<file path="src/tpjp_pkg.sv">
// Package for the three-phase joint profile unit: widths, phase codes and the
// structs that travel down the pipeline. No dependencies.
package tpjp_pkg;

	localparam int unsigned FRAC_BITS  = 16;
	localparam int unsigned ANG_W      = 32;
	localparam int unsigned PT_W       = 15;
	localparam int unsigned ET_W       = 16;
	localparam int unsigned PH_W       = 2;
	// The move length 4*P^2 and the running remainder of the divider.
	localparam int unsigned D_W        = 2 * PT_W + 2;
	// Quotient bits: the rounded fraction runs from 0 up to 2^FRAC_BITS inclusive.
	localparam int unsigned Q_W        = FRAC_BITS + 1;
	localparam int unsigned N_W        = D_W + Q_W;
	localparam int unsigned PROD_W     = ANG_W + Q_W + 2;
	localparam int unsigned FIFO_DEPTH = 32;
	localparam int unsigned FIFO_AW    = $clog2(FIFO_DEPTH);
	localparam int unsigned CNT_W      = FIFO_AW + 1;

	localparam logic [PT_W-1:0] PT_RESET = PT_W'(2000);

	localparam logic [PH_W-1:0] PH_ACCEL  = 2'd0;
	localparam logic [PH_W-1:0] PH_STEADY = 2'd1;
	localparam logic [PH_W-1:0] PH_BRAKE  = 2'd2;

	typedef struct packed {
		logic signed [ANG_W-1:0] start;
		logic signed [ANG_W:0]   diff;
		logic [PH_W-1:0]         phase;
		logic                    done;
	} tpjp_side_t;

	typedef struct packed {
		logic [D_W-1:0] rem;
		logic [D_W-1:0] den;
		logic [Q_W-1:0] bits;
	} tpjp_div_t;

	typedef struct packed {
		logic signed [ANG_W-1:0] angle;
		logic [PH_W-1:0]         phase;
		logic                    done;
	} tpjp_res_t;

endpackage

</file>
<file path="src/tpjp_out_fifo.sv">
// Result queue at the output of the profile pipeline, written every cycle that
// the pipeline delivers and drained through a registered head by the output channel.
// Depends on tpjp_pkg.
module tpjp_out_fifo (
	input  logic                clk,
	input  logic                arst_n,
	input  logic                wr_valid,
	input  tpjp_pkg::tpjp_res_t wr_res,
	output logic                rd_valid,
	input  logic                rd_ready,
	output tpjp_pkg::tpjp_res_t rd_res
);
	import tpjp_pkg::*;

	tpjp_res_t          mem_q [FIFO_DEPTH];
	logic [FIFO_AW:0]   wr_ptr_q;
	logic [FIFO_AW:0]   rd_ptr_q;
	tpjp_res_t          head_q;
	logic               head_valid_q;
	logic               mem_empty;
	logic               head_load;

	// The head register refills from the array whenever it is empty or being drained.
	assign mem_empty = (wr_ptr_q == rd_ptr_q);
	assign head_load = !mem_empty && (!head_valid_q || rd_ready);
	assign rd_valid  = head_valid_q;
	assign rd_res    = head_q;

	always_ff @(posedge clk) begin
		if (wr_valid) begin
			mem_q[wr_ptr_q[FIFO_AW-1:0]] <= wr_res;
		end
		if (head_load) begin
			head_q <= mem_q[rd_ptr_q[FIFO_AW-1:0]];
		end
	end

	always_ff @(posedge clk or negedge arst_n) begin
		if (!arst_n) begin
			wr_ptr_q     <= '0;
			rd_ptr_q     <= '0;
			head_valid_q <= 1'b0;
		end else begin
			if (wr_valid) begin
				wr_ptr_q <= wr_ptr_q + 1'b1;
			end
			if (head_load) begin
				rd_ptr_q <= rd_ptr_q + 1'b1;
			end
			head_valid_q <= head_load || (head_valid_q && !rd_ready);
		end
	end

	// The credit scheme upstream must never let the queue overflow.
	a_no_overflow: assert property (@(posedge clk) disable iff (!arst_n)
		wr_valid |-> (wr_ptr_q[FIFO_AW-1:0] != rd_ptr_q[FIFO_AW-1:0])
		|| mem_empty || head_load)
		else $error("result queue written while full");

	a_fill_bound: assert property (@(posedge clk) disable iff (!arst_n)
		(FIFO_AW+1)'(wr_ptr_q - rd_ptr_q) <= (FIFO_AW+1)'(FIFO_DEPTH))
		else $error("result queue fill level beyond its depth");

	a_head_held: assert property (@(posedge clk) disable iff (!arst_n)
		(rd_valid && !rd_ready) |=> (rd_valid && $stable(rd_res)))
		else $error("waiting result changed before its transfer");

endmodule

</file>
<file path="config.mk">
export PLATFORM = sky130hd
export DESIGN_NAME = tpjp_out_fifo
export DESIGN_NICKNAME = d
export VERILOG_FILES = /design/src/tpjp_pkg.sv /design/src/tpjp_out_fifo.sv
export SDC_FILE = /design/constraint.sdc
export NUM_CORES = 1
export LEC_CHECK = 0
export ABC_AREA = 1
export BUFFER_PORTS_ARGS = -buffer_cell sky130_fd_sc_hd__buf_2
export CAP_MARGIN = 20
export CORE_ASPECT_RATIO = 1.2
export CORE_MARGIN = 5
export CORE_UTILIZATION = 40
export DETAILED_ROUTE_END_ITERATION = 10
export PLACE_DENSITY = 0.59
export SLEW_MARGIN = 0
export SYNTH_ARGS = -nofsm -noshare
export SYNTH_HDL_FRONTEND = slang
export SYNTH_SLANG_ARGS = --single-unit
</file>
<file path="constraint.sdc">
create_clock -name clk -period 3.55 [get_ports clk]
set_input_delay 0.71 -clock clk [delete_from_list [all_inputs] [get_ports clk]]
set_output_delay 0.71 -clock clk [all_outputs]
set_load 0.03 [all_outputs]
</file>
==> impl_metrics.py <==
metrics = {
    "placed_design": {
        "placed_cell_area_um2": 51500,
        "gp_congestion": 0.841,
        "port_buffers": 74,
        "post-dp-hpwl_um": 74900,
    },
    "logic_synthesis": {
        "synth-simple-area-share": 0.199,
        "synth_top_family_by_area": "simple AND/OR/NAND/NOR gates",
        "syn_inst": 4467,
        "synth_fp_nets": 4511,
        "seq_area_frac_synth": 0.716,
        "synth.avg_cell_area_um2": 10.9,
        "synth_xor_xnor_area_share": 0.00197,
        "synth_fa_ha_area_frac": 0.00128,
        "synthMuxAreaShare": 0,
        "synth_compound_area_frac": 0.0128,
        "yosys_warnings": 0,
        "synth.cell_area_um2": 48900,
        "synth-seq-cells": 1168,
        "ys_types": 22,
    },
    "critical_path": {
        "cp_top_family": "buffers and inverters",
        "crit_chain": "inv_8 > buf_12 > nand2_1 > nand3_1 > nand3_1 > nand3_1 > nand2_1 > nand2_1 > inv_1",
        "cp.required_ps": 4000,
        "crit_path_end_kind": "register",
        "cp-start-kind": "register",
        "crit_path_top_delay_cell": "dfrtp_4",
        "crit_type": "reg -> reg",
        "critPathArrivalTime_ps": 3110,
        "slowest_delay_ps": 570,
        "crit_fanout": 85,
        "worst-path-buf-inv": 3,
    },
    "detailed_routing": {
        "firstDrtPassIters": 5,
        "initialDrtViolationCount": 2947,
        "wl_per_cell_um": 21.4,
        "viasPerCell": 5.07,
        "vias": 31700,
        "drt_wl_total_um": 134000,
        "post-route-drc-count": 0,
        "postRouteAntennaNets": 0,
    },
    "status": {
        "status": "completed",
    },
    "sta": {
        "slew-limit-headroom": 0.301,
        "tns_ps": 0,
        "min_period_ps": 2660,
        "rsz0062_at_grt": "no",
        "setup_viol": 0,
        "fin_skew_ps": 38.1,
        "hold_viol": 0,
        "slew_violations": 0,
        "worst_pin_slew_ps": 1050,
        "post-route-period-util": 0.751,
        "max_freq_mhz": 375,
    },
    "global_routing": {
        "grt-ovfl-total": 0,
        "grt_pass1_wl_um": 197000,
        "antenna_found_initial": 9,
        "grtUsageTotal": 0.204,
        "grt_max_degree": 199,
        "grt_pass1_vias": 30100,
    },
    "clock_tree": {
        "clkTransAtPathRegs_ps": 70,
        "cts_root_buf": "clkbuf_16",
        "clk_path_buf_depth": 3,
        "post-cts-setup-buffer-count": 0,
        "clock_latency_ps": 720,
        "cts_made_buffers": 110,
        "h-tree-depth": 3,
        "clock_sinks": 1168,
        "cts_tree": "built",
    },
    "pwr": {
        "vdd_drop_max_v": 0.000490,
        "powerDensity_nw_per_um2": 723,
        "fin_total_pwr_mw": 39.7,
        "p_leak_nw": 21.9,
    },
    "floorplan": {
        "die_h_um": 393,
        "fp-row-count": 140,
        "start_util": 0.403,
        "die_x_um": 329,
        "io_pins": 75,
        "die-area_um2": 129000,
        "core_um2": 121000,
    },
    "finish": {
        "final_nets": 4568,
        "design_area_um2": 55000,
        "drive_gt1_frac": 0.0801,
        "area_growth_pct": 12.4,
    },
    "min_path": {
        "hp-class": "in -> reg",
    },
    "flow_run": {
        "cap_violations": 0,
    },
}
## kinds of logic (layout without fill, tap and decap cells)
| logic type | count (synthesis) | after routing |
|---|---|---|
| XOR/XNOR | 11 | 11 |
| flip-flops | 1168 | 1168 |
| AO/OA/AOI/OAI | 108 | 108 |
| other | 0 | 1 |
| buffers and inverters | 810 | 952 |
| adder cells (fa/ha/maj) | 5 | 5 |
| AND/OR/NAND/NOR | 2365 | 2365 |
## where the power goes
part           switching [mW]  internal [mW]
clock network            5.07           6.25
registers               0.568           16.3
logic                    8.49           3.01
## area by class of cell
type / count / area (µm²)
Fill cell: 11000 / 66400
Sequential cell: 1168 / 35000
Multi-Input combinational cell: 2489 / 10800
Clock buffer: 146 / 2980
Inverter: 577 / 2190
Tap cell: 1633 / 2040
Timing Repair Buffer: 178 / 1520
Clock inverter: 51 / 434
Antenna cell: 1 / 2.50
## state kept, by name (all words and copies together) (netlist names)
register / cells
mem_q: 1120
rd_res: 35
rd_ptr_q: 6
wr_ptr_q: 6
rd_valid: 1
## worst paths after layout
kind	startpoint	endpoint	slack [ps]	cells after the start
min reg2reg	wr_ptr_q[5]	wr_ptr_q[5]	500	1
max reg2reg	rd_ptr_q[0]	rd_res[8]	890	9
min	wr_valid	wr_ptr_q[0]	300	2
min in group asynchronous	arst_n	wr_ptr_q[3]	440	2
max in group asynchronous	arst_n	rd_ptr_q[1]	2800	2
max	rd_ptr_q[0]	rd_res[8]	890	9
## cells in the final DEF, fill, tap and decap left out, drive strengths merged
master / n
clkbuf: 146
buf: 177
diode: 1
o211ai: 35
inv: 578
clkinv: 41
dlygate4sd3: 1
ha: 5
nor3: 2
xor2: 8
nand2: 1581
edfxtp: 1155
nor2: 105
xnor2: 3
nand4: 2
clkinvlp: 4
dfrtp: 13
nand3: 675
a21oi: 71
o21ai: 2
bufinv: 5
## cell usage after synthesis
library cell     n  area (µm²)
nand4_1          2        12.5
buf_4           31         233
xor2_1           8        70.1
clkinv_2         1        5.00
buf_1           16        60.1
buf_2          129         646
nor3_1           2        10.0
a21oi_1         71         355
xnor2_1          3        26.3
clkbuf_1        51         191
inv_2            5        18.8
nand2_2          1        6.26
o211ai_1        35         263
nand2_1       1580        5930
buf_6            6        67.6
edfxtp_1      1155       34700
nand3_1        675        3380
ha_1             5        62.6
nor2_1         105         394
o21ai_0          2        10.0
inv_1          571        2140
dfrtp_1         13         325
## per-stage QoR
step | hold slack (ps) | std cells | setup WS [ps] | util
after floorplan | 414 | 4467 | 306 | -
after global placement | 485 | 6044 | 813 | 0.424
after detailed placement | 483 | 6044 | 779 | 0.424
after CTS | 226 | 6242 | 879 | 0.453
after global routing | 283 | 6242 | 750 | 0.453
final | 298 | 6243 | 886 | 0.453
## metal layers
layer | track usage | share of wire | vias to the layer above
met5 | 0 | 0.000097 | -
met4 | 0.0738 | 0.035 | 2
met3 | 0.0265 | 0.062 | 202
met2 | 0.331 | 0.47 | 1052
met1 | 0.286 | 0.43 | 15600
li1 | - | - | 14800
## timing repair
action	4_1_cts	5_1_grt
gates resized for setup	0	0
endpoints found under the hold margin	13	0
hold buffers	1	0
No activity file was read; power rests on OpenSTA's default activity.
