### config.mk
export PLATFORM = sky130hd
export DESIGN_NAME = tpjp_front
export DESIGN_NICKNAME = d
export VERILOG_FILES = /design/src/tpjp_pkg.sv /design/src/tpjp_front.sv
export SDC_FILE = /design/constraint.sdc
export NUM_CORES = 2
export LEC_CHECK = 0
export BUFFER_PORTS_ARGS = -buffer_cell sky130_fd_sc_hd__buf_2
export CAP_MARGIN = 20
export CORE_AREA = 2 2 286 288
export DETAILED_ROUTE_END_ITERATION = 16
export DIE_AREA = 0 0 288 290
export GPL_ROUTABILITY_DRIVEN = 0
export MAX_ROUTING_LAYER = met4
export PLACE_DENSITY = 0.64
export SETUP_SLACK_MARGIN = 0.02
export SYNTH_ARGS = -nofsm -noshare
export SYNTH_HDL_FRONTEND = slang
export SYNTH_SLANG_ARGS = --single-unit
### constraint.sdc
create_clock -name clk -period 10.6 [get_ports clk]
set_input_delay 1.06 -clock clk [delete_from_list [all_inputs] [get_ports clk]]
set_output_delay 1.06 -clock clk [all_outputs]
set_load 0.02 [all_outputs]
### src/tpjp_pkg.sv
// Package for the three-phase joint profile unit: widths, phase codes and the
// structs that travel down the pipeline. No dependencies.
package tpjp_pkg;

	localparam int unsigned FRAC_BITS  = 16;
	localparam int unsigned ANG_W      = 32;
	localparam int unsigned PT_W       = 15;
	localparam int unsigned ET_W       = 16;
	localparam int unsigned PH_W       = 2;
	// The move length 4*P^2 and the running remainder of the divider.
	localparam int unsigned D_W        = 2 * PT_W + 2;
	// Quotient bits: the rounded fraction runs from 0 up to 2^FRAC_BITS inclusive.
	localparam int unsigned Q_W        = FRAC_BITS + 1;
	localparam int unsigned N_W        = D_W + Q_W;
	localparam int unsigned PROD_W     = ANG_W + Q_W + 2;
	localparam int unsigned FIFO_DEPTH = 32;
	localparam int unsigned FIFO_AW    = $clog2(FIFO_DEPTH);
	localparam int unsigned CNT_W      = FIFO_AW + 1;

	localparam logic [PT_W-1:0] PT_RESET = PT_W'(2000);

	localparam logic [PH_W-1:0] PH_ACCEL  = 2'd0;
	localparam logic [PH_W-1:0] PH_STEADY = 2'd1;
	localparam logic [PH_W-1:0] PH_BRAKE  = 2'd2;

	typedef struct packed {
		logic signed [ANG_W-1:0] start;
		logic signed [ANG_W:0]   diff;
		logic [PH_W-1:0]         phase;
		logic                    done;
	} tpjp_side_t;

	typedef struct packed {
		logic [D_W-1:0] rem;
		logic [D_W-1:0] den;
		logic [Q_W-1:0] bits;
	} tpjp_div_t;

	typedef struct packed {
		logic signed [ANG_W-1:0] angle;
		logic [PH_W-1:0]         phase;
		logic                    done;
	} tpjp_res_t;

endpackage

### src/tpjp_front.sv
// Front end of the profile pipeline: phase decode, squares and products, the
// fraction numerator and the divider operands. Depends on tpjp_pkg.
module tpjp_front (
	input  logic                               clk,
	input  logic                               arst_n,
	input  logic                               in_valid,
	input  logic signed [tpjp_pkg::ANG_W-1:0]  start_angle,
	input  logic signed [tpjp_pkg::ANG_W-1:0]  end_angle,
	input  logic [tpjp_pkg::ET_W-1:0]          elapsed_time,
	input  logic [tpjp_pkg::PT_W-1:0]          phase_ticks,
	output logic                               div_valid,
	output tpjp_pkg::tpjp_side_t               div_side,
	output tpjp_pkg::tpjp_div_t                div_data
);
	import tpjp_pkg::*;

	logic valid_s1, valid_s2, valid_s3;

	// Stage 1: clamp time, pick phase and time within phase.
	logic [PT_W-1:0]   p_c;
	logic [PT_W:0]     p2_c;
	logic [PT_W+1:0]   p3_c;
	logic [PT_W+1:0]   es_c;
	logic [PT_W+1:0]   rw_c;
	logic              done_c;
	logic [PH_W-1:0]   phase_c;
	tpjp_side_t        side_s1;
	logic [PT_W-1:0]   r_s1;
	logic [PT_W-1:0]   p_s1;

	always_comb begin
		p_c    = (phase_ticks == '0) ? PT_W'(1) : phase_ticks;
		p2_c   = {p_c, 1'b0};
		p3_c   = (PT_W+2)'(p2_c) + (PT_W+2)'(p_c);
		done_c = ((PT_W+2)'(elapsed_time) >= p3_c);
		es_c   = done_c ? p3_c : (PT_W+2)'(elapsed_time);
		priority if (es_c <= (PT_W+2)'(p_c)) begin
			phase_c = PH_ACCEL;
			rw_c    = es_c;
		end else if (es_c <= (PT_W+2)'(p2_c)) begin
			phase_c = PH_STEADY;
			rw_c    = es_c - (PT_W+2)'(p_c);
		end else begin
			phase_c = PH_BRAKE;
			rw_c    = es_c - (PT_W+2)'(p2_c);
		end
	end

	// Stage 2: the three products.
	tpjp_side_t        side_s2;
	logic [2*PT_W-1:0] rr_s2, pp_s2, rp_s2;

	// Stage 3: numerator over the move length 4*P^2, exact modulo 2^D_W.
	logic [D_W-1:0]    rr_x, pp_x, rp2_x, n_c;
	tpjp_side_t        side_s3;
	logic [D_W-1:0]    n_s3, d_s3;

	always_comb begin
		rr_x  = D_W'(rr_s2);
		pp_x  = D_W'(pp_s2);
		rp2_x = D_W'(rp_s2) << 1;
		unique case (side_s2.phase)
			PH_ACCEL:  n_c = rr_x;
			PH_STEADY: n_c = pp_x + rp2_x;
			PH_BRAKE:  n_c = (pp_x << 1) + pp_x + rp2_x - rr_x;
			default:   n_c = rr_x;
		endcase
	end

	// Stage 4: scaled numerator with half the divisor added for rounding.
	logic [N_W-1:0] num_c;

	assign num_c = N_W'({n_s3, {FRAC_BITS{1'b0}}}) + N_W'(d_s3 >> 1);

	always_ff @(posedge clk or negedge arst_n) begin
		if (!arst_n) begin
			valid_s1  <= 1'b0;
			valid_s2  <= 1'b0;
			valid_s3  <= 1'b0;
			div_valid <= 1'b0;
		end else begin
			valid_s1  <= in_valid;
			valid_s2  <= valid_s1;
			valid_s3  <= valid_s2;
			div_valid <= valid_s3;
		end
	end

	always_ff @(posedge clk) begin
		side_s1.start <= start_angle;
		side_s1.diff  <= (ANG_W+1)'(end_angle) - (ANG_W+1)'(start_angle);
		side_s1.phase <= phase_c;
		side_s1.done  <= done_c;
		r_s1          <= rw_c[PT_W-1:0];
		p_s1          <= p_c;

		side_s2 <= side_s1;
		rr_s2   <= r_s1 * r_s1;
		pp_s2   <= p_s1 * p_s1;
		rp_s2   <= r_s1 * p_s1;

		side_s3 <= side_s2;
		n_s3    <= n_c;
		d_s3    <= pp_x << 2;

		div_side      <= side_s3;
		div_data.rem  <= num_c[N_W-1:Q_W];
		div_data.den  <= d_s3;
		div_data.bits <= num_c[Q_W-1:0];
	end

endmodule

==> results.cfg <==
[cells_and_area]
fillers = 7168
final_core_util = 0.549
drive_above_1_share = 0.0946
multi_input_area_um2 = 26300
fin_area_um2 = 44000
ff_latch_area_um2 = 10400
nets = 5335
syn2layout_area_growth_pct = 10.2

[worst_hold_path]
hp-class = in -> async

[sta]
worst_pin_slew_ns = 0.939
setup_viol = 0
maxSlewViolCount = 0
maxSlewHeadroom = 0.372
fin_skew_ns = 0.0799
post-route-worst-setup-slack_ns = 1.57
rsz0062_at_grt = false
fin_setup_tns_ns = 0
fmax_mhz = 111
min_period_ns = 9.03
min_period_over_period = 0.852
finalHoldViolCount = 0

[routing]
wirelength_met1_mm = 40.9
routed_wl_mm = 93.3
num_vias = 27700
drtAntennaViolNets = 0
via_per_inst = 5.15
wl_met3_mm = 5.19
route.met2.wl_mm = 44.4
drc = 0
highest_layer = met4
drtIter0Drc = 1404
routedWlPerCell_um = 17.3
dr.pass1.iters = 5

[synth]
synth.distinct_cells = 76
ys_warn_count = 0
syn_inst = 4079
yosys.area.top_type_share = 0.257
yosys.area.top_type = dfxtp_1
async_flop_share = 0.00774
synth_edf_count = 0
syn_avg_cell_area_um2 = 9.79
netlist_top_cells_area = dfxtp_1 (26%), fa_1 (25%), ha_1 (14%)
syn_area_um2 = 39900
yosysMostFrequentCell = inv_1
synth_commonest_cells = inv_1 (711), dfxtp_1 (513), fa_1 (503)
ys_seq_area_frac = 0.260
synth-main-ff-cell = dfxtp_1
synth-seq-cells = 517

[cts]
cts_hold_buffers = 0
h-tree-depth = 2
post_cts_resized = 0
clock_path_buffers = 3
tritoncts = yes
cts_inserted_buffers = 52
post-cts-setup-buffers = 0
clk-insertion-delay-late_ns = 0.66
numClockSinks = 517
root_buffer = clkbuf_16
path_clk_slew_ns = 0.07

[global_route]
grt_start_max_net_pins = 53
grt_pass1_wl_mm = 152
grt.total_usage = 0.236
grt_overflow = 0
grt_pass1_vias = 29100
antenna_found_initial = 6

[place]
place_ws_ns = 1.02
io_buffers = 242
place.detailed.hpwl_mm = 73.3
placed_area_um2 = 42200

[floorplanning]
die_h_um = 290
io_pins = 248
rows = 104
die-area_um2 = 83500
core_area_um2 = 80200
die_width_um = 288
initial_core_util = 0.498

[setup_path]
critPathArrivalTime_ns = 9.61
cpPeakStageDelay_ns = 0.79
crit_path_end_kind = register
critPathLaunchType = primary input
required_ns = 11.18
crit_type = in -> reg
crit_fanout = 17
worst_path_most_repeated_cell = inv_1
critPathSlowestCell = a2111oi_0

[status]
outcome = completed

[run]
drv_cap = 0
flip-flops by register name, summed over array words and instances (netlist names):
register   flops
div_side      68
valid_s3       1
side_s1       68
r_s1          15
pp_s2         29
side_s2       68
n_s3          32
div_data      62
valid_s2       1
p_s1          15
d_s3          29
rp_s2         30
rr_s2         29
valid_s1       1
div_valid      1
side_s3       68
logic make-up after synthesis:
logic type / Yosys count / share of synthesized area
flops: 517 / 0.260
other cells: 1 / 0.0000939
fa+ha+maj: 954 / 0.394
buf+inv: 839 / 0.0808
simple gates: 926 / 0.113
compound gates: 590 / 0.0958
xor+xnor: 221 / 0.0485
mux: 31 / 0.00827
worst max-delay path: cells and delay by family:
family / cells / cell delay [ns]
AO/OA/AOI/OAI: 16 / 4.18
adder cells (fa/ha/maj): 4 / 1.18
multiplexers: 2 / 0.73
buffers and inverters: 5 / 0.57
XOR/XNOR: 1 / 0.23
AND/OR/NAND/NOR: 8 / 1.67
final timing paths:
check                                          from                   to  slack [ns]  cells after the start
min in group clk                side_s2[30]$_DFF_P_  side_s3[30]$_DFF_P_        0.30                      0
worst max-delay path                phase_ticks[14]      r_s1[1]$_DFF_P_        1.57                     36
worst min register to register  side_s2[30]$_DFF_P_  side_s3[30]$_DFF_P_        0.30                      0
max in group asynchronous                    arst_n  div_valid$_DFF_PN0_       10.29                      1
worst min-delay path                         arst_n   valid_s2$_DFF_PN0_        0.19                      1
worst max register to register      p_s1[7]$_DFF_P_    pp_s2[29]$_DFF_P_        3.04                     21
cells in the final DEF, fill, tap and decap left out, types with 64 or more instances in the layout:
master	n
a21o_1	64
a21oi_1	183
and2_1	212
buf_2	242
dfxtp_1	509
fa_1	503
ha_1	451
inv_1	711
nand2_1	325
nor2_1	162
o21ai_0	105
xnor2_1	156
xor2_1	65
area by class of cell:
class / count / area share
tap: 1060 / 0.0301
timing repair buffer: 272 / 0.0327
sequential: 517 / 0.236
clock buffer: 69 / 0.0335
multi-input combinational: 2727 / 0.599
inverter: 713 / 0.0608
clock inverter: 26 / 0.00788
antenna: 4 / 0.000228
through the flow:
step / hold slack (ns) / instances
after global placement: 0.310 / 5289
final: 0.192 / 5388
after global routing: 0.160 / 5386
after CTS: 0.145 / 5384
after detailed placement: 0.312 / 5289
after floorplan: 0.310 / 4083
routing by layer:
layer	track usage	vias up
li1	-	13400
met1	0.300	13500
met2	0.392	692
met3	0.0305	155
met4	0.0682	0
met5	-	-
Power is left out: the tool's default activity adds up to more than one toggle a clock period on the data nets, which glitch-free logic cannot reach.
