===== src/tpjp_pkg.sv =====
// Package for the three-phase joint profile unit: widths, phase codes and the
// structs that travel down the pipeline. No dependencies.
package tpjp_pkg;

	localparam int unsigned FRAC_BITS  = 16;
	localparam int unsigned ANG_W      = 32;
	localparam int unsigned PT_W       = 15;
	localparam int unsigned ET_W       = 16;
	localparam int unsigned PH_W       = 2;
	// The move length 4*P^2 and the running remainder of the divider.
	localparam int unsigned D_W        = 2 * PT_W + 2;
	// Quotient bits: the rounded fraction runs from 0 up to 2^FRAC_BITS inclusive.
	localparam int unsigned Q_W        = FRAC_BITS + 1;
	localparam int unsigned N_W        = D_W + Q_W;
	localparam int unsigned PROD_W     = ANG_W + Q_W + 2;
	localparam int unsigned FIFO_DEPTH = 32;
	localparam int unsigned FIFO_AW    = $clog2(FIFO_DEPTH);
	localparam int unsigned CNT_W      = FIFO_AW + 1;

	localparam logic [PT_W-1:0] PT_RESET = PT_W'(2000);

	localparam logic [PH_W-1:0] PH_ACCEL  = 2'd0;
	localparam logic [PH_W-1:0] PH_STEADY = 2'd1;
	localparam logic [PH_W-1:0] PH_BRAKE  = 2'd2;

	typedef struct packed {
		logic signed [ANG_W-1:0] start;
		logic signed [ANG_W:0]   diff;
		logic [PH_W-1:0]         phase;
		logic                    done;
	} tpjp_side_t;

	typedef struct packed {
		logic [D_W-1:0] rem;
		logic [D_W-1:0] den;
		logic [Q_W-1:0] bits;
	} tpjp_div_t;

	typedef struct packed {
		logic signed [ANG_W-1:0] angle;
		logic [PH_W-1:0]         phase;
		logic                    done;
	} tpjp_res_t;

endpackage


===== src/tpjp_div_step.sv =====
// One stage of the restoring divider: brings in one numerator bit and produces
// one quotient bit. Depends on tpjp_pkg.
module tpjp_div_step (
	input  logic                 clk,
	input  logic                 arst_n,
	input  logic                 in_valid,
	input  tpjp_pkg::tpjp_side_t in_side,
	input  tpjp_pkg::tpjp_div_t  in_div,
	output logic                 out_valid,
	output tpjp_pkg::tpjp_side_t out_side,
	output tpjp_pkg::tpjp_div_t  out_div
);
	import tpjp_pkg::*;

	logic [D_W:0] trial;
	logic [D_W:0] diff;
	logic         ge;

	always_comb begin
		trial = {in_div.rem, in_div.bits[Q_W-1]};
		diff  = trial - {1'b0, in_div.den};
		ge    = (trial >= {1'b0, in_div.den});
	end

	always_ff @(posedge clk or negedge arst_n) begin
		if (!arst_n) begin
			out_valid <= 1'b0;
		end else begin
			out_valid <= in_valid;
		end
	end

	always_ff @(posedge clk) begin
		out_side     <= in_side;
		out_div.den  <= in_div.den;
		out_div.rem  <= ge ? diff[D_W-1:0] : trial[D_W-1:0];
		out_div.bits <= {in_div.bits[Q_W-2:0], ge};
	end

endmodule


===== config.mk =====
export PLATFORM = sky130hd
export DESIGN_NAME = tpjp_div_step
export DESIGN_NICKNAME = d
export VERILOG_FILES = /design/src/tpjp_pkg.sv /design/src/tpjp_div_step.sv
export SDC_FILE = /design/constraint.sdc
export NUM_CORES = 1
export LEC_CHECK = 0
export BUFFER_PORTS_ARGS = -buffer_cell sky130_fd_sc_hd__buf_2
export CORE_MARGIN = 8
export CORE_UTILIZATION = 40
export CTS_CLUSTER_DIAMETER = 150
export DETAILED_ROUTE_END_ITERATION = 10
export PLACE_DENSITY = 0.73
export SLEW_MARGIN = 5
export SYNTH_ARGS = -nofsm -noshare
export SYNTH_HDL_FRONTEND = slang
export SYNTH_SLANG_ARGS = --single-unit

===== constraint.sdc =====
create_clock -name clk -period 0.8 [get_ports clk]
set_input_delay 0.04 -clock clk [delete_from_list [all_inputs] [get_ports clk]]
set_output_delay 0.04 -clock clk [all_outputs]
set_load 0.03 [all_outputs]

==> results of run 1 <==
==> per-layer routing <==
layer,up-vias,GRT usage,routed length (microns)
li1,2920,-,-
met1,3656,0.367,13800
met2,962,0.623,18500
met3,412,0.122,5860
met4,4,0.252,4770
met5,-,0,27
==> cell families (layout without fill, tap and decap cells) <==
family                   count (synthesis)  count (layout)  share of synthesized area
AO/OA/AOI/OAI                          120             120                      0.137
AND/OR/NAND/NOR                        107             107                     0.0980
multiplexers                            10              10                     0.0263
other                                    0               6                          0
buffers and inverters                   63             658                     0.0532
XOR/XNOR                                26              26                     0.0427
flip-flops                             150             150                      0.564
adder cells (fa/ha/maj)                 33              33                     0.0788
==> where the power goes <==
part / switching [mW] / total (mW) / internal (mW)
combinational: 5.09 / 9.23 / 4.14
sequential: 0.509 / 8.82 / 8.31
clock: 4.18 / 8.30 / 4.12
total: 9.78 / 26.3 / 16.6
==> worst min-delay path, cell delays in order <==
cell and delay [ns]:
buf_2 0.16, fa_2 0.26, a21oi_2 0.05
==> repair_timing <==
action	in CTS	in global routing
resized for setup	524	105
setup endpoints to repair	183	183
endpoints found under the hold margin	150	0
gates cloned	2	1
hold buffers	151	0
buffers inserted	11	6
pin swaps	11	27
==> layout make-up <==
| class | count | area (sq um) | area share |
|---|---|---|---|
| repair buffers | 580 | 5060 | 0.418 |
| flip-flops and latches | 150 | 3200 | 0.264 |
| multi-input cells | 296 | 2870 | 0.237 |
| clock buffers | 18 | 429 | 0.0354 |
| well taps | 176 | 220 | 0.0182 |
| inverters | 46 | 178 | 0.0147 |
| clock inverters | 14 | 138 | 0.0114 |
| diodes | 6 | 15.0 | 0.00124 |
==> cell usage in the layout (no fill, tap or decap), types with 5 or more instances in the layout <==
master         instances
a21o_1                 8
a21oi_1               30
a21oi_2               16
a21oi_4                9
buf_2                148
buf_4                114
buf_6                158
clkbuf_16             18
dfxtp_2              148
diode_2                6
dlygate4sd3_1        151
ha_1                  14
ha_4                  14
inv_1                 42
inv_6                  6
mux2_4                 8
nand2_1               22
nand2b_1               5
nand4_1                8
nor2_1                12
nor2_2                 5
nor2_4                20
o21a_1                 5
o21ai_0               11
o21ai_1                5
o21bai_1               5
xnor2_1               15
xor2_1                10
==> flip-flops by register name, indices dropped and copies added, names as in the netlist <==
| signal | cells |
|---|---|
| out_side | 68 |
| out_valid | 1 |
| out_div | 81 |
==> stage by stage <==
step	total power, mW	hold WS [ns]	setup slack [ns]	area (sq um)	instances
6_report	26.3	0.117	-1.73	12100	1286
5_1_grt	26.6	0.106	-1.71	12100	1284
4_1_cts	23.7	0.0519	-1.11	11500	1275
3_5_place_dp	13.9	-0.183	-1.70	7870	1079
3_3_place_gp	13.8	-0.185	-1.68	7870	1079
2_1_floorplan	11.7	-0.256	-1.37	5440	509
==> path summary, 6_finish.rpt <==
path                                to  slack, ns  cells past startpoint
min                        out_div[50]       0.12                      3
max                        out_div[78]      -1.73                     12
max in group asynchronous    out_valid       0.19                      3
min in group asynchronous    out_valid       0.48                      3
==> results.ini, run 1 <==
[routing]
drt_iter0_drc=1079
vias=7954
ant_nets=0
vias_per_cell=6.19
first_pass_iters=8
routed_wl_mm=43.0
wl_per_cell_microns=33.4
drcViolationCount=0

[synthesis]
netlist_instances=509
avgSynthCellArea_sq_um=10.5
synth_commonest_cells=149 x dfxtp_1, 54 x a21oi_1, 46 x inv_1, 37 x nor2_1, 32 x ha_1
synth_area_leaders=dfxtp_1 56%, ha_1 7.5%, a21oi_1 5.1%
async_flop_share=0.00667
yosysMostFrequentCell=dfxtp_1
yosysUniqueCellTypes=50
syn_nets=694
yosys_warnings=0
syn_area_sq_mm=0.00534
synth.largest_area_cell=dfxtp_1
synth_flop_cell=dfxtp_1
ys_seq_area_frac=0.564
synth_edf_count=0
netlist.area_leader.share=0.559
synth_seq_cells=150

[finish]
num-fill-cells=374
utilization=0.922
area_growth_pct=127
drive_gt1_frac=0.664
fin_nets=1276

[sta]
finalHoldViolCount=0
final_max_slew_viol_count=0
post-route-period-util=3.17
period_needed_ns=2.53
tns_ns=-75.97
setup_violations=183
fin_ws_ns=-1.73
slew_headroom=0.554
rsz0062_at_grt=true
tightest_slew_ns=0.663
clock.fmax_mhz=395

[worst_setup_path]
cp-end-kind=flop
crit_top_cell=a21oi_1
crit_slowest_cell=a2111oi_4
crit_type=in -> reg
required_ns=1.12
worstPathCellList=buf_2 -> inv_1 -> ha_4 -> a21oi_1 -> nand2_2 -> a2111oi_4 -> nor2_4 -> a21o_1 -> buf_4 -> o31ai_2 -> xor2_1 -> a21oi_1
cp.arrival_ns=2.86
crit_fanout=5
crit_path_start_kind=primary input
cp_num_buf_inv=3
cp_top_family=compound AO/OA/AOI/OAI gates
slowest_delay_ns=0.50
startpoint=in_div[27]

[placement]
gp_congestion=0.872
dpl.hpwl_mm=15.4
port_buffers=301

[die]
core_sq_mm=0.0131
start_util=0.406
die_area_sq_mm=0.0173
die_w_microns=131
rows=42
die_h_microns=131
ios=302

[grt]
grt_pass1_wl_mm=48.4
grt_max_degree=17
antenna_found_initial=7
grt_usage=0.363
grt_overflow=0
grt_pass1_vias=7506

[power_and_ir_drop]
ir_drop_mv=2.01
p_leak_nw=5.53
p_per_area_mw_per_mm2=2180

[worst_hold_path]
worstHoldPathType=in -> reg
hp-start=in_div[18]

[run_status]
status=finished with violations
violations=setup timing

[clocking]
clockBufferDepth=2
clock-root-buffer=clkbuf_16
tritoncts=yes
clk_pin_slew_worst_paths_ns=0.07
cts.sink_count=150
h-tree-depth=4
cts_buffers=17

[run]
cap_viol_max_count=0

Note: power is estimated with default switching activity, not from simulation.
==> run 2, diff against run 1 <==
- CTS_BUF_LIST: default -> sky130_fd_sc_hd__clkbuf_16
==> run 2 against run 1 <==
The flow still finishes with violations (setup timing); wire length decreased by 0.65%; sequential power is 0.5% lower; die area is the same; highest routed layer unchanged; maximum frequency fell by 3.5%.
==> results.ini, run 2 (synthesized netlist as in run 1, its figures left out) <==
[placement]
gp_congestion=0.872
dp_slack_ns=-1.70
port_buffers=301
dpl.hpwl_mm=15.4

[routing]
wl_per_cell_microns=33.3
vias_per_cell=6.13
ant_nets=0
drcViolationCount=0
routed_wl_mm=42.7
vias=7872
drt_iter0_drc=1182
first_pass_iters=7

[worst_setup_path]
worstPathCellList=buf_2 -> inv_1 -> ha_4 -> a21oi_1 -> nand2_2 -> a2111oi_4 -> nor2_4 -> a21o_1 -> buf_4 -> o31ai_2 -> xor2_1 -> a21oi_1
cp_top_family=compound AO/OA/AOI/OAI gates
crit_top_cell=a21oi_1
crit_fanout=5
cp-end-kind=flop
cp.arrival_ns=2.93
crit_type=in -> reg
cp_num_buf_inv=3
required_ns=1.11
crit_slowest_cell=a2111oi_4
crit_path_start_kind=primary input
slowest_delay_ns=0.50

[finish]
fin_nets=1276
utilization=0.921
num-fill-cells=364
final_cell_mix=158 x buf_6, 151 x dlygate4sd3_1, 148 x buf_2, 148 x dfxtp_2, 114 x buf_4
reg.largest.list=out_div x81, out_side x68, out_valid x1
area_growth_pct=127
largest_reg_flops=81
regMostFlops=out_div
final_common_cell=buf_6
drive_gt1_frac=0.664

[die]
core_sq_mm=0.0131
ios=302
die_w_microns=131
die_area_sq_mm=0.0173
start_util=0.406
rows=42
die_h_microns=131

[sta]
finalHoldViolCount=0
clock.fmax_mhz=381
fin_ws_ns=-1.83
post-route-period-util=3.28
slew_headroom=0.569
whs_ns=0.113
tns_ns=-73.26
period_needed_ns=2.63
setup_violations=183
tightest_slew_ns=0.641
final_max_slew_viol_count=0
rsz0062_at_grt=true

[clocking]
tritoncts=yes
clk_pin_slew_worst_paths_ns=0.07
cts_buffers=17
clock-root-buffer=clkbuf_16
h-tree-depth=4
cts.sink_count=150
clockBufferDepth=2

[grt]
grt_usage=0.363
grt_max_degree=17
antenna_found_initial=8
grt_pass1_vias=7503
grt_pass1_wl_mm=48.5
grt_overflow=0

[worst_hold_path]
worstHoldPathType=in -> reg

[power_and_ir_drop]
p_leak_nw=5.53
ir_drop_mv=2.02
p_per_area_mw_per_mm2=2170

[run_status]
status=finished with violations
violations=setup timing

[run]
cap_viol_max_count=0

-- run 2: changes by cell type in the layout (fill, tap and decap cells not counted) --
| cell | change |
|---|---|
| clkbuf_1 | -1 |
| diode_2 | -1 |
| inv_1 | +1 |
-- run 2: layer usage --
| layer | vias up | GRT usage | routed length (microns) |
|---|---|---|---|
| li1 | 2911 | - | - |
| met2 | 932 | 0.623 | 18400 |
| met4 | 12 | 0.251 | 4750 |
| met5 | - | 0 | 84 |
| met3 | 388 | 0.122 | 5980 |
| met1 | 3629 | 0.368 | 13500 |
-- run 2: path summary, 6_finish.rpt --
check | start | end | slack, ns | depth (start not counted)
worst min-delay path | in_div[18] | out_div[50] | 0.11 | 3
max in group asynchronous | arst_n | out_valid | 0.18 | 3
worst max-delay path | in_div[27] | out_div[78] | -1.83 | 12
min in group asynchronous | arst_n | out_valid | 0.49 | 3
-- run 2: what timing repair did --
action,CTS,global route
pin swaps,11,27
resized for setup,524,105
gates cloned,2,1
setup buffers,11,6
hold endpoints to repair,150,0
hold buffers,151,0
endpoints found under the setup margin,183,183
-- run 2: worst min-delay path, delay by kind of cell --
kind | cells | cell delay, ns
fa+ha+maj | 1 | 0.25
buf+inv | 1 | 0.16
compound gates | 1 | 0.05
-- run 2: layout make-up --
cell class | instances | area (sq um) | area share
diodes | 5 | 12.5 | 0.00103
clock buffers | 17 | 425 | 0.0351
clock inverters | 15 | 141 | 0.0117
inverters | 46 | 178 | 0.0147
multi-input cells | 296 | 2870 | 0.237
flip-flops and latches | 150 | 3200 | 0.264
well taps | 176 | 220 | 0.0182
repair buffers | 580 | 5060 | 0.418
-- run 2: power by group --
part | switching (mW) | internal [mW]
sequential | 0.475 | 8.31
combinational | 5.08 | 4.14
clock | 4.13 | 4.12
total | 9.68 | 16.6
-- run 2: through the flow --
step	instances	power, mW	area [sq um]
4_1_cts	1275	23.7	11500
6_report	1285	26.2	12100
2_1_floorplan	509	11.7	5440
5_1_grt	1284	26.5	12100
3_5_place_dp	1079	13.9	7870
3_3_place_gp	1079	13.8	7870
