$ cat src/tpjp_pkg.sv
// Package for the three-phase joint profile unit: widths, phase codes and the
// structs that travel down the pipeline. No dependencies.
package tpjp_pkg;

	localparam int unsigned FRAC_BITS  = 16;
	localparam int unsigned ANG_W      = 32;
	localparam int unsigned PT_W       = 15;
	localparam int unsigned ET_W       = 16;
	localparam int unsigned PH_W       = 2;
	// The move length 4*P^2 and the running remainder of the divider.
	localparam int unsigned D_W        = 2 * PT_W + 2;
	// Quotient bits: the rounded fraction runs from 0 up to 2^FRAC_BITS inclusive.
	localparam int unsigned Q_W        = FRAC_BITS + 1;
	localparam int unsigned N_W        = D_W + Q_W;
	localparam int unsigned PROD_W     = ANG_W + Q_W + 2;
	localparam int unsigned FIFO_DEPTH = 32;
	localparam int unsigned FIFO_AW    = $clog2(FIFO_DEPTH);
	localparam int unsigned CNT_W      = FIFO_AW + 1;

	localparam logic [PT_W-1:0] PT_RESET = PT_W'(2000);

	localparam logic [PH_W-1:0] PH_ACCEL  = 2'd0;
	localparam logic [PH_W-1:0] PH_STEADY = 2'd1;
	localparam logic [PH_W-1:0] PH_BRAKE  = 2'd2;

	typedef struct packed {
		logic signed [ANG_W-1:0] start;
		logic signed [ANG_W:0]   diff;
		logic [PH_W-1:0]         phase;
		logic                    done;
	} tpjp_side_t;

	typedef struct packed {
		logic [D_W-1:0] rem;
		logic [D_W-1:0] den;
		logic [Q_W-1:0] bits;
	} tpjp_div_t;

	typedef struct packed {
		logic signed [ANG_W-1:0] angle;
		logic [PH_W-1:0]         phase;
		logic                    done;
	} tpjp_res_t;

endpackage

$ cat src/tpjp_back.sv
// Back end of the profile pipeline: scales the angle difference by the rounded
// fraction and adds the start angle. Depends on tpjp_pkg.
module tpjp_back (
	input  logic                           clk,
	input  logic                           arst_n,
	input  logic                           in_valid,
	input  tpjp_pkg::tpjp_side_t           in_side,
	input  logic [tpjp_pkg::Q_W-1:0]       in_frac,
	output logic                           out_valid,
	output tpjp_pkg::tpjp_res_t            out_res
);
	import tpjp_pkg::*;

	logic signed [ANG_W:0]    diff_x;
	logic signed [Q_W:0]      frac_x;
	logic signed [PROD_W-1:0] prod_s1;
	logic signed [PROD_W-1:0] sum_c;
	logic signed [PROD_W-1:0] shf_c;
	logic signed [ANG_W-1:0]  start_s1;
	logic [PH_W-1:0]          phase_s1;
	logic                     done_s1;

	assign diff_x = in_side.diff;
	assign frac_x = {1'b0, in_frac};

	always_ff @(posedge clk or negedge arst_n) begin
		if (!arst_n) begin
			out_valid <= 1'b0;
		end else begin
			out_valid <= in_valid;
		end
	end

	always_ff @(posedge clk) begin
		prod_s1  <= diff_x * frac_x;
		start_s1 <= in_side.start;
		phase_s1 <= in_side.phase;
		done_s1  <= in_side.done;
	end

	// Round half up, then floor by an arithmetic shift.
	always_comb begin
		sum_c         = prod_s1 + (PROD_W'(1) <<< (FRAC_BITS - 1));
		shf_c         = sum_c >>> FRAC_BITS;
		out_res.angle = start_s1 + shf_c[ANG_W-1:0];
		out_res.phase = phase_s1;
		out_res.done  = done_s1;
	end

endmodule

$ cat config.mk
export PLATFORM = sky130hd
export DESIGN_NAME = tpjp_back
export DESIGN_NICKNAME = d
export VERILOG_FILES = /design/src/tpjp_pkg.sv /design/src/tpjp_back.sv
export SDC_FILE = /design/constraint.sdc
export NUM_CORES = 1
export LEC_CHECK = 0
export BUFFER_PORTS_ARGS = -buffer_cell sky130_fd_sc_hd__buf_4
export CAP_MARGIN = 20
export CELL_PAD_IN_SITES_DETAIL_PLACEMENT = 0
export CELL_PAD_IN_SITES_GLOBAL_PLACEMENT = 1
export CORE_MARGIN = 1
export CORE_UTILIZATION = 54
export CTS_CLUSTER_SIZE = 40
export DETAILED_ROUTE_END_ITERATION = 7
export GPL_TIMING_DRIVEN = 0
export HOLD_SLACK_MARGIN = 0.06
export PLACE_DENSITY = 0.87
export SYNTH_ARGS = -nofsm -noshare
export SYNTH_HDL_FRONTEND = slang
export SYNTH_SLANG_ARGS = --single-unit
$ cat constraint.sdc
create_clock -name clk -period 6.4 [get_ports clk]
set_input_delay 0.96 -clock clk [delete_from_list [all_inputs] [get_ports clk]]
set_output_delay 0.96 -clock clk [all_outputs]
set_load 0.02 [all_outputs]
==> results of run 1 <==
-- registers in the layout (all words and copies together) (netlist names) --
name,count
done_s1,1
out_valid,1
prod_s1,33
start_s1,32
phase_s1,2
-- logic make-up (layout without fill, tap and decap cells) --
| logic type | count (synthesis) | after routing |
|---|---|---|
| AOI/OAI and AO/OA | 181 | 181 |
| xor gates and xnor gates | 102 | 102 |
| adders and majority gates | 657 | 657 |
| buffers and inverters | 703 | 870 |
| DFF | 69 | 69 |
| muxes | 1 | 1 |
| other | 0 | 2 |
| and+or+nand+nor | 736 | 736 |
-- through the flow --
stage | TNS [ns] | std cells | worst slack (ns) | utilization, %
2_1_floorplan | 0 | 2449 | 0.0104 | -
3_3_place_gp | -21.25 | 3096 | -1.02 | 59.1
3_5_place_dp | -22.90 | 3096 | -1.08 | 59.1
4_1_cts | 0 | 3125 | 0.00400 | 61.7
5_1_grt | -0.815 | 3143 | -0.139 | 62.6
6_report | 0 | 3143 | 0.0131 | 62.6
-- per-layer routing --
layer | global-route usage, % | routed length, µm | vias to the layer above | part of all wire, %
met5 | 0 | 12 | - | 0.020
met4 | 13.6 | 2960 | 2 | 5.0
met3 | 5.40 | 3910 | 123 | 6.6
met2 | 51.2 | 28500 | 553 | 48
met1 | 39.1 | 23800 | 8446 | 40
li1 | - | - | 7531 | -
-- timing repair --
| item | CTS | global route |
|---|---|---|
| gates cloned | 0 | 0 |
| setup buffers | 19 | 17 |
| pin swaps | 30 | 49 |
| endpoints found under the setup margin | 29 | 17 |
| hold buffers | 0 | 0 |
| gates resized for setup | 173 | 106 |
-- worst max-delay path: cells and delay by family --
| family | cells | cell delay [ns] |
|---|---|---|
| adders and majority gates | 7 | 3.20 |
| AOI/OAI and AO/OA | 6 | 1.28 |
| buffers and inverters | 5 | 0.51 |
| and+or+nand+nor | 3 | 0.49 |
| xor gates and xnor gates | 1 | 0.18 |
-- cell usage in the layout (no fill, tap or decap), drive strengths merged, types with 12 or more instances in the layout --
cell | netlist | final
inv | 613 | 612
fa | 515 | 515
and2 | 319 | 319
nand2 | 276 | 276
buf | 2 | 187
ha | 142 | 142
xnor2 | 73 | 73
dfxtp | 68 | 68
clkbuf | 88 | 65
a21oi | 54 | 54
nand3 | 41 | 41
nor2 | 37 | 37
a21o | 31 | 31
xor2 | 29 | 29
o21ai | 27 | 27
and3 | 15 | 15
o21bai | 12 | 12
-- final timing paths --
path / startpoint / endpoint / cells after the start
min: arst_n / out_valid$_DFF_PN0_ / 1
min in group clk: in_side[51] / start_s1[15]$_DFF_P_ / 1
max: in_frac[8] / prod_s1[45]$_DFF_P_ / 22
max in group asynchronous: arst_n / out_valid$_DFF_PN0_ / 1
-- area by class of cell --
| class | instances | area, µm² |
|---|---|---|
| antenna | 2 | 5.00 |
| timing repair buffer | 158 | 1240 |
| multi-input combinational | 1677 | 18500 |
| inverter | 613 | 2300 |
| sequential | 69 | 1390 |
| buffer | 83 | 677 |
| fill | 3463 | 15000 |
| clock inverter | 5 | 85.1 |
| tap | 525 | 657 |
| clock buffer | 11 | 233 |
==> out/metrics.csv, run 1 <==
metric,value,unit
Post-Syn Area,22100,µm²
Clock Path Buffers,2,
clk slew on worst S/H paths,0.06,ns
first-pass GRT wire length,97000,µm
via count,16700,
Simple-Gate Fraction of Synth Area,17.1,%
Final Cycle Share,99.8,%
CTS tree,built,
top post-synthesis cells by area,"fa_1, inv_1, and2_1",
cell taking the most area after synthesis,fa_1,
post-route cell area,25100,µm²
FMAX,157,MHz
synthesized flop and latch total,69,
syn_nets,3194,
top_reg_cell synth,dfxtp_1,
minimum clock period,6.39,ns
outcome,completed,
mux cell area share after synthesis,0.0509,%
Synth cell types,64,
complex-gate fraction of the synthesized area,5.86,%
Via density,5.30,
DRT iter0 DRCs,1100,
share of layout cells above drive strength 1,13.6,%
Setup CP Type,input port to flop,
RSZ-0062 raised after global routing,true,
class of the worst hold path,input port to asynchronous set/reset pin,
WHS,0.383,ns
I/O Pins,124,
Final Hold Fails,0,
placed cell areas,23700,µm²
crit end category,flop,
kind of start point of the critical path,input port,
Layout area overhead,13.4,%
Final HPWL DP,50600,µm
Post-synth EDFFs,0,
H-tree depth,3,
Syn Area/Cell,9.03,µm²
All-Layer GR Usage,30.7,%
cts bufs inserted,9,
crit-path cells,buf_6 -> clkbuf_16 -> buf_4 -> and2_1 -> fa_2 -> inv_1 -> fa_2 -> fa_2 -> fa_1 -> inv_2 -> fa_1 -> fa_1 -> ha_4 -> o211ai_1 -> nor2_2 -> o2111ai_4 -> a21o_4 -> a21o_4 -> a21o_1 -> a21o_1 -> nand2b_1 -> xor2_1,
pin count of the biggest net entering global routing,18,
Mapped Cells,2449,
DRC,0,
die extent in x,204,µm
WL final,59200,µm
most numerous cell in the Yosys netlist,inv_1,
Slew headroom,57.7,%
final slew viol count,0,
Setup Viol. Count Final,0,
row cnt,73,
GPL Wtd Cong,0.970,
Commonest cells post-synth,"inv_1, fa_1, and2_1",
asr flop ratio synth,1.45,%
initial antenna violation count,3,
post-synthesis xor/xnor area fraction,4.04,%
largest family of logic cells by synthesized area,adder cells,
crit path max fanout,6,
Worst EP arrival,6.65,ns
vias in the first global route,18400,
TritonCTS Sinks,69,
Ys Warns,0,
register area share after synthesis,6.27,%
root buffer cell,clkbuf_16,
MaxCap Viol Count,0,
Yosys top cell area share,46.6,%
global route overflow,0,
worst slew pin tran,0.635,ns
Die ar.,41800,µm²
Critical Path RT,6.66,ns
Starting Density,55.1,%
Synth Area in Adders,54.7,%
Core Area,40100,µm²
CP max stage delay,0.58,ns
Nets,3356,
Routed WL per cell,18.8,µm
ANT nets after route,0,
drt first pass iters,5,
slowest CP cell,fa_1,
die height,204,µm
Buffers on Ports,122,
Power of run 1 is left out: the tool's default activity adds up to more than one toggle a clock period on the data nets, which glitch-free logic cannot reach.
==> inputs of run 2 (changes only) <==
CORE_UTILIZATION = 50   (was 54)
PLACE_DENSITY = 0.82   (was 0.87)
==> run 2 against run 1 <==
Wire length up 2.7%. Final area up 1.0%. First-iteration DRC count up 4.5%. Count of clock-buffer cells in the layout down 2. Via count up 0.43%. Largest cell class unchanged. Highest routed layer is now met4.
==> out/metrics.csv, run 2 (synthesis gave the netlist of run 1 again) <==
metric,value,unit,change
fillcell total,4012,,+16%
TritonCTS Sinks,69,,unchanged
Slew headroom,55.9,%,-1.8 points
CTS tree,built,,
crit end category,flop,,
worst slew pin tran,0.657,ns,+0.0227 ns
class of the worst hold path,input port to asynchronous set/reset pin,,
Buffers on Ports,122,,unchanged
Final Cycle Share,99.9,%,about the same
final slew viol count,0,,unchanged
WL final,60800,µm,+2.7%
vias in the first global route,18400,,+0.11%
outcome,completed,,
root buffer cell,clkbuf_16,,
max reg flops,33,,unchanged
die height,212,µm,+3.9%
WHS,0.382,ns,-0.000985 ns
drt first pass iters,5,,unchanged
Critical Path RT,6.60,ns,-0.06 ns
All-Layer GR Usage,29.0,%,-1.7 points
Core Area,43400,µm²,+8.1%
Top reg by flops,prod_s1,,
initial antenna violation count,3,,unchanged
Clock Path Buffers,2,,unchanged
"most common cell after layout, fill and taps aside",inv_1,,
H-tree depth,3,,unchanged
DRC,0,,unchanged
"commonest cells after routing, fill and taps aside","inv_1, fa_1, and2_1, nand2_1, buf_4",,
FMAX,156,MHz,about the same
ANT nets after route,0,,unchanged
minimum clock period,6.39,ns,+0.00425 ns
crit path max fanout,7,,+1
row cnt,76,,+4.1%
Final Hold Fails,0,,unchanged
Final HPWL DP,51900,µm,+2.6%
via count,16700,,+0.43%
Worst EP arrival,6.59,ns,-0.06 ns
kind of start point of the critical path,input port,,
DRT iter0 DRCs,1149,,+4.5%
CTS Hold Buffers Added,0,,unchanged
I/O Pins,124,,unchanged
clk slew on worst S/H paths,0.05,ns,about the same
first-pass GRT wire length,97700,µm,+0.73%
pin count of the biggest net entering global routing,18,,unchanged
cts bufs inserted,9,,unchanged
die extent in x,212,µm,+3.9%
GPL Wtd Cong,0.936,,-3.6%
Setup CP Type,input port to flop,,
RSZ-0062 raised after global routing,true,,
MaxCap Viol Count,0,,unchanged
global route overflow,0,,unchanged
Via density,5.21,,-1.6%
Die ar.,45100,µm²,+7.9%
share of layout cells above drive strength 1,13.9,%,+0.32 points
Layout area overhead,14.6,%,
Starting Density,51.0,%,-4.2 points
Routed WL per cell,19.0,µm,+0.65%
Setup Viol. Count Final,0,,unchanged
Nets,3361,,+0.15%
Top Registers,"prod_s1 x33, start_s1 x32, phase_s1 x2",,
Critical Path Source,in_side[9],,
final core occ,58.4,%,-4.1 points
==> run 2: changes by cell type in the layout (fill, tap and decap cells not counted), sizes merged <==
cell / previous run / this run
clkbuf: 65 / 57
clkinvlp: 2 / 3
buf: 187 / 198
diode: 2 / 3
==> run 2: per-layer routing <==
layer / up-vias / share of wire (%) / GRT usage [%]
met5: - / 0 / 0
met4: 0 / 5.9 / 14.7
met1: 8487 / 39 / 35.5
li1: 7518 / - / -
met2: 571 / 48 / 48.4
met3: 150 / 7.1 / 6.17
==> run 2: timing repair <==
item,CTS,global route
setup endpoints to repair,26,18
pin swaps,17,51
gates resized for setup,166,141
buffers inserted,15,28
gates cloned,0,0
==> run 2: path summary, 6_finish.rpt <==
check                                       to  slack, ns  cells past startpoint
min in group clk           start_s1[0]$_DFF_P_       0.72                      1
max in group asynchronous  out_valid$_DFF_PN0_       5.94                      1
worst min-delay path       out_valid$_DFF_PN0_       0.38                      1
worst max-delay path       prod_s1[47]$_DFF_P_      0.009                     22
==> run 2: final cells by class <==
cell class                 instances  area (µm²)  share of cell area [%]
sequential                        69        1390                    5.47
timing repair buffer             165        1370                    5.39
buffer                            81         719                    2.84
antenna                            3        7.51                  0.0296
tap                              585         732                    2.89
multi-input combinational       1677       18500                    73.0
clock buffer                       9         225                   0.889
inverter                         613        2300                    9.10
clock inverter                     6        88.8                   0.351
==> run 2: metrics by stage <==
step	setup TNS, ns	worst slack, ns	instance area, µm²	cells
floorplan	0	0.0104	22100	2449
global placement	-18.96	-0.981	23800	3156
detailed placement	-21.19	-1.02	23800	3156
CTS	0	0.00139	24700	3179
global route	-0.920	-0.188	25300	3207
finish	0	0.00888	25300	3208
==> run 2: critical path, stage by stage <==
cell and delay (ns):
buf_12 0.11, clkbuf_16 0.15, buf_8 0.13, and2_4 0.15, fa_1 0.53, fa_1 0.45
fa_1 0.52, fa_1 0.53, fa_1 0.54, inv_2 0.04, fa_1 0.55, inv_2 0.06
ha_4 0.30, a21oi_4 0.06, o211a_1 0.23, o21bai_1 0.18, a31oi_2 0.13, a21o_4 0.23
a21o_1 0.22, a21o_1 0.20, a21oi_2 0.18, xnor2_2 0.11
Power of run 2 is left out for the same reason.
==> inputs of run 3 (changes only) <==
RECOVER_POWER = 100   (was not set)
==> run 3 against run 2 <==
Fmax about the same. Sequential share of layout area about the same. Final cell count unchanged. Sequential cell count unchanged. Setup slack got worse by 0.0019 ns. First-iteration DRC count increased by 9.1%. Die area unchanged. Non-clock buffer count unchanged. Core utilization decreased by 0.41 points. Hold slack improved by 0.022 ns. Count of clock-buffer cells in the layout unchanged. Final area decreased by 0.70%. Critical path type unchanged. Critical endpoint unchanged.
==> out/metrics.csv, run 3 (synthesis gave the netlist of run 1 again) <==
metric,value,unit,change
Worst EP arrival,6.59,ns,about the same
MaxCap Viol Count,0,,unchanged
crit-path cells,buf_12 -> clkbuf_16 -> buf_8 -> and2_4 -> fa_1 -> fa_1 -> fa_1 -> fa_1 -> fa_1 -> inv_2 -> fa_1 -> inv_2 -> ha_4 -> a21oi_4 -> o211a_1 -> o21bai_1 -> a31oi_2 -> a21o_4 -> a21o_1 -> a21o_1 -> a21oi_2 -> xnor2_2,,
CTS tree,built,,
TritonCTS Sinks,69,,unchanged
root buffer cell,clkbuf_16,,
Routed WL per cell,18.9,µm,-0.12%
Final HPWL DP,51900,µm,unchanged
"worst slack, placed",-1.02,ns,unchanged
kind of start point of the critical path,input port,,
Setup WS post-layout,0.00701,ns,-0.00187 ns
Buffers on Ports,122,,unchanged
RSZ-0062 raised after global routing,true,,
Slew headroom,56.0,%,+0.14 points
post-route cell area,25200,µm²,-0.70%
I/O Pins,124,,unchanged
Final Hold Fails,0,,unchanged
Top Registers,"prod_s1 x33, start_s1 x32, phase_s1 x2",,
Critical Path RT,6.60,ns,about the same
die height,212,µm,unchanged
cts bufs inserted,9,,unchanged
Layout area overhead,13.8,%,
GPL Wtd Cong,0.936,,unchanged
class of the worst hold path,input port to asynchronous set/reset pin,,
placed cell areas,23800,µm²,unchanged
Die ar.,45100,µm²,unchanged
Setup CP Type,input port to flop,,
Critical Path Source,in_side[9],,
via count,16700,,-0.16%
Top reg by flops,prod_s1,,
All-Layer GR Usage,29.0,%,unchanged
ANT nets after route,0,,unchanged
DRT iter0 DRCs,1254,,+9.1%
minimum clock period,6.39,ns,+0.00187 ns
most numerous cell on the critical path,fa_1,,
row cnt,76,,unchanged
die extent in x,212,µm,unchanged
initial antenna violation count,3,,unchanged
H-tree depth,3,,unchanged
max reg flops,33,,unchanged
Final Cycle Share,99.9,%,about the same
Setup Viol. Count Final,0,,unchanged
outcome,completed,,
share of layout cells above drive strength 1,12.6,%,-1.3 points
CP max stage delay,0.55,ns,about the same
pin count of the biggest net entering global routing,18,,unchanged
clk slew on worst S/H paths,0.05,ns,about the same
Starting Density,51.0,%,unchanged
final slew viol count,0,,unchanged
"commonest cells after routing, fill and taps aside","inv_1, fa_1, and2_1, nand2_1, ha_1",,
crit path max fanout,7,,unchanged
global route overflow,0,,unchanged
DRC,0,,unchanged
Core Area,43400,µm²,unchanged
Via density,5.21,,-0.16%
worst slew pin tran,0.654,ns,-0.00299 ns
WL final,60700,µm,-0.12%
drt first pass iters,5,,unchanged
Clock Path Buffers,2,,unchanged
FMAX,156,MHz,about the same
CTS Hold Buffers Added,0,,unchanged
vias in the first global route,18400,,unchanged
fillcell total,4051,,+0.97%
first-pass GRT wire length,97700,µm,unchanged
Nets,3361,,unchanged
crit end category,flop,,
"most common cell after layout, fill and taps aside",inv_1,,
slowest CP cell,fa_1,,
## run 3: per-layer routing
metal  vias to the layer above  share of wire (%)  track usage, %
li1                       7523                  -               -
met3                       144                6.9            6.17
met4                         0                5.9            14.7
met2                       554                 48            48.4
met5                         -                  0               0
met1                      8479                 40            35.5
## run 3: area by class of cell
| class | count | area, µm² | share of cell area, % |
|---|---|---|---|
| Antenna cell | 3 | 7.51 | 0.0298 |
| Buffer | 81 | 719 | 2.86 |
| Clock buffer | 9 | 225 | 0.895 |
| Clock inverter | 6 | 88.8 | 0.353 |
| Inverter | 613 | 2300 | 9.16 |
| Multi-Input combinational cell | 1677 | 18400 | 73.2 |
| Sequential cell | 69 | 1390 | 5.51 |
| Tap cell | 585 | 732 | 2.91 |
| Timing Repair Buffer | 165 | 1270 | 5.07 |
## run 3: through the flow
stage / utilization, % / hold WS [ns] / setup TNS [ns] / cells
after CTS: 57.1 / 0.368 / 0 / 3179
final: 58.0 / 0.403 / 0 / 3208
after global routing: 58.0 / 0.391 / -0.920 / 3207
after detailed placement: 54.9 / 0.736 / -21.19 / 3156
after global placement: 54.9 / 0.735 / -18.96 / 3156
after floorplan: - / 0.664 / 0 / 2449
## run 3: worst max-delay path: cells and delay by family
kind / cells / cell delay [ns]
adder cells (fa/ha/maj): 7 / 3.42
AO/OA/AOI/OAI: 8 / 1.43
buffers and inverters: 5 / 0.49
AND/OR/NAND/NOR: 1 / 0.15
XOR/XNOR: 1 / 0.11
## run 3: repair_timing
action,4_1_cts,5_1_grt
gates resized for setup,166,141
gates cloned,0,0
setup endpoints to repair,26,18
pin swaps,17,51
setup buffers,15,28
## run 3: path summary, 6_finish.rpt
path                       cells after the start                    to
worst max-delay path                          22   prod_s1[47]$_DFF_P_
worst min-delay path                           1   out_valid$_DFF_PN0_
max in group asynchronous                      1   out_valid$_DFF_PN0_
min in group clk                               1  start_s1[29]$_DFF_P_
Power of run 3 is left out for the same reason.
